===== src/hw/rtl/fwrbv_pkg.sv =====
// Shared constants and types for the queue with remove-by-value.
`default_nettype none

package fwrbv_pkg;

  localparam int DEPTH = 16;
  localparam int IDX_W = (DEPTH > 1) ? $clog2(DEPTH) : 1;
  localparam int CNT_W = $clog2(DEPTH + 1);

  localparam int DATA_W  = 32;
  localparam int MODE_W  = 3;
  localparam int COUNT_W = 5;
  localparam int STAT_W  = 2;

  localparam logic [MODE_W-1:0] MODE_PUSH   = 3'd0;
  localparam logic [MODE_W-1:0] MODE_POP    = 3'd1;
  localparam logic [MODE_W-1:0] MODE_PEEK   = 3'd2;
  localparam logic [MODE_W-1:0] MODE_REMOVE = 3'd3;
  localparam logic [MODE_W-1:0] MODE_CLEAR  = 3'd4;

  localparam logic [STAT_W-1:0] STAT_OK       = 2'd0;
  localparam logic [STAT_W-1:0] STAT_EMPTY    = 2'd1;
  localparam logic [STAT_W-1:0] STAT_FULL     = 2'd2;
  localparam logic [STAT_W-1:0] STAT_NOTFOUND = 2'd3;

  localparam logic signed [DATA_W-1:0] HEAD_NONE = '1;

  typedef enum logic [2:0] {
    ST_IDLE,
    ST_READ,
    ST_CHECK,
    ST_SHIFT_RD,
    ST_SHIFT_WR
  } state_t;

endpackage

`default_nettype wire


===== src/hw/rtl/fifo_with_remove_by_value_core.sv =====
// Bounded queue of signed words with push, pop, peek, remove-first-match and clear.
//
//   channel | signals                                   | role
//   --------+-------------------------------------------+---------------------------
//   in      | in_valid, in_ready, mode, value           | one request per transaction
//   out     | out_valid, out_ready, head_value,         | one result per request
//           | entry_count, status                       |
//
// Push, clear, unknown modes and requests on an empty queue: result in the cycle after accept.
// Peek: reads the head entry. Pop: reads the head, then moves each later entry one place forward.
// Remove: compares entries from the head in turn, ending not-found on a miss; on a match, moves
// each entry behind it one place forward. All entry reads use the memory's registered read port.
// Reset empties the count; entries stay undefined until written, with no clearing pass.
// A new request is taken when idle and the result slot is free or being emptied in the same cycle.
`default_nettype none

module fifo_with_remove_by_value_core
  import fwrbv_pkg::*;
(
  input  wire                      clk,
  input  wire                      rst,
  input  wire                      in_valid,
  output logic                     in_ready,
  input  wire        [MODE_W-1:0]  mode,
  input  wire signed [DATA_W-1:0]  value,
  output logic                     out_valid,
  input  wire                      out_ready,
  output logic signed [DATA_W-1:0] head_value,
  output logic       [COUNT_W-1:0] entry_count,
  output logic       [STAT_W-1:0]  status
);

  state_t state, state_next;

  logic [CNT_W-1:0]  count, count_next;
  logic [CNT_W-1:0]  idx, idx_next;
  logic [CNT_W-1:0]  idx_inc;
  logic [MODE_W-1:0] op, op_next;
  logic [DATA_W-1:0] key, key_next;

  logic                     out_valid_next;
  logic signed [DATA_W-1:0] head_next;
  logic [STAT_W-1:0]        status_next;

  logic [DATA_W-1:0] mem [DEPTH];
  logic [DATA_W-1:0] rd_data;
  logic [IDX_W-1:0]  rd_addr;
  logic              mem_we;
  logic [IDX_W-1:0]  mem_waddr;
  logic [DATA_W-1:0] mem_wdata;

  logic in_fire;
  logic out_fire;
  logic done;
  logic full;
  logic empty;

  assign in_ready    = (state == ST_IDLE) && (!out_valid || out_ready);
  assign in_fire     = in_valid && in_ready;
  assign out_fire    = out_valid && out_ready;
  assign idx_inc     = idx + CNT_W'(1);
  assign full        = (count >= CNT_W'(DEPTH));
  assign empty       = (count == '0);
  assign entry_count = COUNT_W'(count);

  always_comb begin
    state_next = state;
    unique case (state)
      ST_IDLE: begin
        if (in_fire && !empty &&
            (mode == MODE_POP || mode == MODE_PEEK || mode == MODE_REMOVE)) begin
          state_next = ST_READ;
        end
      end
      ST_READ: state_next = ST_CHECK;
      ST_CHECK: begin
        if (op == MODE_REMOVE) begin
          if (rd_data == key) begin
            state_next = ST_SHIFT_RD;
          end else if (idx_inc == count) begin
            state_next = ST_IDLE;
          end else begin
            state_next = ST_READ;
          end
        end else if (op == MODE_POP) begin
          state_next = ST_SHIFT_RD;
        end else begin
          state_next = ST_IDLE;
        end
      end
      ST_SHIFT_RD: begin
        if (idx_inc < count) begin
          state_next = ST_SHIFT_WR;
        end else begin
          state_next = ST_IDLE;
        end
      end
      ST_SHIFT_WR: state_next = ST_SHIFT_RD;
      default: state_next = ST_IDLE;
    endcase
  end

  always_comb begin
    count_next  = count;
    idx_next    = idx;
    op_next     = op;
    key_next    = key;
    head_next   = head_value;
    status_next = status;
    mem_we      = 1'b0;
    mem_waddr   = idx[IDX_W-1:0];
    mem_wdata   = rd_data;
    rd_addr     = idx[IDX_W-1:0];
    done        = 1'b0;
    unique case (state)
      ST_IDLE: begin
        if (in_fire) begin
          op_next     = mode;
          key_next    = value;
          idx_next    = '0;
          head_next   = '0;
          status_next = STAT_OK;
          unique case (mode)
            MODE_PUSH: begin
              done = 1'b1;
              if (full) begin
                status_next = STAT_FULL;
              end else begin
                mem_we     = 1'b1;
                mem_waddr  = count[IDX_W-1:0];
                mem_wdata  = value;
                count_next = count + CNT_W'(1);
              end
            end
            MODE_POP, MODE_PEEK: begin
              if (empty) begin
                done        = 1'b1;
                head_next   = HEAD_NONE;
                status_next = STAT_EMPTY;
              end
            end
            MODE_REMOVE: begin
              if (empty) begin
                done        = 1'b1;
                status_next = STAT_EMPTY;
              end
            end
            MODE_CLEAR: begin
              done       = 1'b1;
              count_next = '0;
            end
            default: done = 1'b1;
          endcase
        end
      end
      ST_READ: rd_addr = idx[IDX_W-1:0];
      ST_CHECK: begin
        if (op == MODE_REMOVE) begin
          if (rd_data != key) begin
            idx_next = idx_inc;
            if (idx_inc == count) begin
              done        = 1'b1;
              status_next = STAT_NOTFOUND;
            end
          end
        end else begin
          head_next = rd_data;
          if (op == MODE_PEEK) begin
            done = 1'b1;
          end
        end
      end
      ST_SHIFT_RD: begin
        rd_addr = idx_inc[IDX_W-1:0];
        if (!(idx_inc < count)) begin
          done       = 1'b1;
          count_next = count - CNT_W'(1);
        end
      end
      ST_SHIFT_WR: begin
        mem_we    = 1'b1;
        mem_waddr = idx[IDX_W-1:0];
        mem_wdata = rd_data;
        idx_next  = idx_inc;
      end
      default: ;
    endcase
    out_valid_next = done || (out_valid && !out_fire);
  end

  always_ff @(posedge clk) begin
    if (mem_we) begin
      mem[mem_waddr] <= mem_wdata;
    end
    rd_data <= mem[rd_addr];
  end

  always_ff @(posedge clk) begin
    if (rst) begin
      state     <= ST_IDLE;
      count     <= '0;
      idx       <= '0;
      op        <= MODE_PUSH;
      out_valid <= 1'b0;
    end else begin
      state     <= state_next;
      count     <= count_next;
      idx       <= idx_next;
      op        <= op_next;
      out_valid <= out_valid_next;
    end
  end

  always_ff @(posedge clk) begin
    key        <= key_next;
    head_value <= head_next;
    status     <= status_next;
  end

`ifndef SYNTHESIS
  a_count_bound: assert property (@(posedge clk) disable iff (rst)
    count <= CNT_W'(DEPTH))
    else $error("occupancy above depth");

  a_push_grows: assert property (@(posedge clk) disable iff (rst)
    in_fire && mode == MODE_PUSH && !full |=> count == $past(count) + CNT_W'(1))
    else $error("push did not grow the queue");

  a_busy_slot_free: assert property (@(posedge clk) disable iff (rst)
    state != ST_IDLE |-> !out_valid)
    else $error("result pending while a request is in progress");

  a_shift_in_range: assert property (@(posedge clk) disable iff (rst)
    state == ST_SHIFT_WR |-> idx_inc < count)
    else $error("shift beyond occupancy");

  a_empty_status: assert property (@(posedge clk) disable iff (rst)
    $rose(out_valid) && status == STAT_EMPTY |-> count == '0)
    else $error("empty status with entries held");
`endif

endmodule

`default_nettype wire

===== config.mk =====
export PLATFORM = sky130hd
export DESIGN_NAME = fifo_with_remove_by_value_core
export DESIGN_NICKNAME = d
export VERILOG_FILES = /design/src/hw/rtl/fwrbv_pkg.sv /design/src/hw/rtl/fifo_with_remove_by_value_core.sv
export SDC_FILE = /design/constraint.sdc
export NUM_CORES = 1
export LEC_CHECK = 0
export ABC_CLOCK_PERIOD_IN_PS = 4300
export BUFFER_PORTS_ARGS = -buffer_cell sky130_fd_sc_hd__buf_4
export CORE_MARGIN = 1.5
export CORE_UTILIZATION = 47
export DETAILED_ROUTE_END_ITERATION = 10
export PLACE_DENSITY = 0.65
export SETUP_SLACK_MARGIN = 0.15
export SLEW_MARGIN = 10
export SYNTH_ARGS = -nofsm -noshare
export SYNTH_HDL_FRONTEND = slang
export SYNTH_SLANG_ARGS = --single-unit

===== constraint.sdc =====
create_clock -name clk -period 4.3 [get_ports clk]
set_input_delay 0.215 -clock clk [delete_from_list [all_inputs] [get_ports clk]]
set_output_delay 0.215 -clock clk [all_outputs]
set_load 0.02 [all_outputs]

==> key figures <==
Run status
  • Outcome: completed

Worst setup path
  • Required time of the worst setup path: around 4600 ps
  • Critical path buffer and inverter count: 2
  • Crit path kind: reg -> reg
  • Crit path from: state[0]$_SDFFE_PP0P_
  • Worst Path Arrival: 3810 ps
  • CP max FO: 32
  • CP cell instances: nor3_1, nand3_1, inv_2, and3_2, mux2_1, a211o_1, nor2_4, buf_4
  • Reg-to-reg critical path startpoint: state[0]$_SDFFE_PP0P_
  • CP Capture Type: flip-flop
  • Max incr delay on CP: between 500 and 600 ps
  • Critical path's top delay family: simple AND/OR/NAND/NOR gates
  • CP Launch Type: flip-flop
  • Slowest CP cell: buf_4

Drt
  • Vias per cell: ~6
  • Routed len/inst: 25.1 um
  • M1 WL: roughly 28000 um
  • Met2 wire length: around 31000 um
  • Met3 wire length: 4090 um
  • DRT antenna net count: 0
  • Vias: between 15000 and 20000
  • 1st-iter DRT viols: around 1500
  • Top Layer Used: met4
  • Drt drc: 0
  • Drt first pass iters: 5
  • DRT Wirelength: around 64000 um

Logic synthesis
  • Post-synthesis mux area share: 0.125
  • EDFF count, synth: between 500 and 600
  • Yosys cell types: between 60 and 70
  • Synth Register Bits: about 630
  • Synth Area in Compound Gates: 0.0957
  • Synth area leaders: edfxtp_1, mux2i_1, dfxtp_1
  • Syn avg cell area: ~16 um2
  • Synth area leader: edfxtp_1
  • Largest family of logic cells by synthesized area: multiplexers
  • Post-Syn Instances: about 1700
  • Synth Area in Simple Gates: 0.0403
  • Synth Area in Adders: 0.00380
  • Post-synth top cells: edfxtp_1, mux2i_1, nand2_1, nor2_1, o22ai_1
  • Post-Syn Area: between 20000 and 30000 um2
  • XOR/XNOR share of the synthesized area: 0.0136
  • Post-synthesis sequential area ratio: 0.696
  • Async SR Flop Fraction: 0
  • Primary FF master, synth: edfxtp_1
  • Ys Warns: 0
  • Post-Syn Nets: approximately 1700
  • Most common cell in the netlist: edfxtp_1
  • Yosys top cell area share: 0.659

Floorplanning
  • Die extent in y: approximately 240 um
  • Die W: 240 um
  • Top Ports: 80
  • Die footprint: about 57000 um2
  • Row count: between 80 and 90
  • Core Box Area: between 50000 and 60000 um2
  • Initial Util: 0.477

CTS
  • Post-cts gate resize count: 0
  • Clk slew on worst S/H paths: 60 ps
  • Clock Path Buffers: 3
  • # clock sinks: around 630
  • Worst skew pair latency: about 640 ps
  • Root buf cell: clkbuf_16
  • Cts bufs inserted: 61
  • # Post-CTS Setup Buffers: 0
  • CTS tree: built
  • Number of H-tree levels: 2

Cells and area
  • Final non-filler cell area: 30200 um2
  • Ratio of cells with drive above 1 in the final layout: 0.186
  • P&R area growth vs syn: 14.7%
  • FILL cells: 4361
  • Layout Nets: ~1800
  • Final Non-Filler Cells: approximately 2600

STA
  • RSZ-0062 raised after global routing: false
  • Setup-failing EPs final: 0
  • Pins Over Slew Limit: 0
  • Final hold slack: around 150 ps
  • Hold Vio Cnt, Final: 0
  • FMAX: 0.281 GHz
  • Tmin final: between 3000 and 4000 ps
  • Slew @ Worst Pin: around 1300 ps
  • Final worst-path cycle share: 0.828
  • Max Clock Skew: 25.5 ps
  • TNS Setup: 0 ps
  • Slew Limit Headroom: 0.136

Place
  • Buffers added on ports: about 80
  • Gpl congestion: between 0.8 and 0.9
  • Detailed Place HPWL: around 36000 um
  • Placed Instances: between 2000 and 2500
  • Placed inst area: roughly 28000 um2

Global routing
  • Remaining global-route overflow: 0
  • First-pass GRT wire length: 95800 um
  • Vias in the first global route: about 15000
  • Largest net degree at the start of global routing: between 90 and 100
  • GRT Util Overall: 0.227
  • Antenna violations before repair: 1

Pwr
  • Leak pwr: about 11 nW
  • VDD IR max: roughly 340 uV
  • Power Density: ~420 nW/um2

Run
  • Max Cap Violations: 0

Min path
  • Hold path startpoint: in_valid
  • Worst hold-check path type: in -> reg
==> worst reg2reg max path: stages (launching register included) <==
cell and delay, ps:
dfxtp_1 480, nor3_1 260, nand3_1 270, inv_2 120, and3_2 530, mux2_1 400
a211o_1 380, nor2_4 140, buf_4 560
==> through the flow <==
stage	worst slack (ps)	total power, mW	utilization
global placement	893	7.40	0.504
detailed placement	815	7.41	0.504
CTS	804	12.8	0.547
finish	742	12.7	0.547
global route	508	13.0	0.547
floorplan	227	7.16	-
==> per-layer routing <==
layer	track usage	up-vias
met4	0.0556	0
met3	0.0335	88
li1	-	6840
met5	0	-
met2	0.378	521
met1	0.314	7886
==> power breakdown <==
group | switching [mW] | total [mW] | internal (mW)
Combinational | 0.331 | 0.516 | 0.185
Clock | 2.29 | 5.37 | 3.08
Sequential | 0.0470 | 6.79 | 6.74
Total | 2.67 | 12.7 | 10.0
==> placed cells by master, fill, tap and decap left out, types with 10 or more instances in the layout <==
master / count
dlygate4sd3_1: 37
o21ai_1: 16
o221ai_1: 42
a211oi_1: 13
clkinv_2: 16
xor2_1: 32
a211oi_2: 16
a311oi_1: 12
a32oi_1: 10
mux2_2: 33
o21ai_0: 16
nor2_4: 18
nand3_1: 10
nor2_1: 57
dfxtp_1: 48
nand2_1: 93
clkinv_1: 12
o311ai_0: 16
o22ai_1: 70
a21o_1: 35
buf_4: 119
o211ai_1: 19
edfxtp_1: 578
and2_1: 13
o2111ai_1: 16
mux2i_1: 219
clkbuf_16: 61
a21oi_1: 25
mux4_2: 32
==> state kept, by name, indices dropped and copies added, names as in the netlist <==
signal       flops
op               3
rd_data         32
entry_count      5
idx              5
key             32
out_valid        1
mem            512
state            3
status           2
head_value      32
==> path summary, 6_finish.rpt <==
check	cells after the start	slack [ps]	to
hold reg to reg	2	500	op[2]$_SDFFE_PP0P_
setup reg to reg	8	740	mem[6][3]$_DFFE_PP_
hold / removal	4	150	op[2]$_SDFFE_PP0P_
setup / recovery	8	740	mem[6][3]$_DFFE_PP_
==> what timing repair did <==
| item | in CTS | in global routing |
|---|---|---|
| setup endpoints to repair | 0 | 0 |
| hold buffers | 37 | 0 |
| hold endpoints to repair | 44 | 0 |
==> final cells by class <==
type / instances / area [um2] / area share
clock inverters: 43 / 413 / 0.0137
clock buffers: 72 / 1600 / 0.0529
diodes: 1 / 2.50 / 0.0000828
inverters: 10 / 37.5 / 0.00124
repair buffers: 160 / 1340 / 0.0445
multi-input cells: 904 / 7530 / 0.249
well taps: 748 / 936 / 0.0310
flip-flops and latches: 627 / 18300 / 0.607
==> kinds of logic (layout without fill, tap and decap cells) <==
family / count (synthesis) / in the layout
mux: 285 / 285
flops: 627 / 627
compound gates: 336 / 336
other cells: 0 / 1
simple gates: 237 / 237
fa+ha+maj: 8 / 8
xor+xnor: 38 / 38
buf+inv: 119 / 285
No activity file was read; power rests on OpenSTA's default activity.
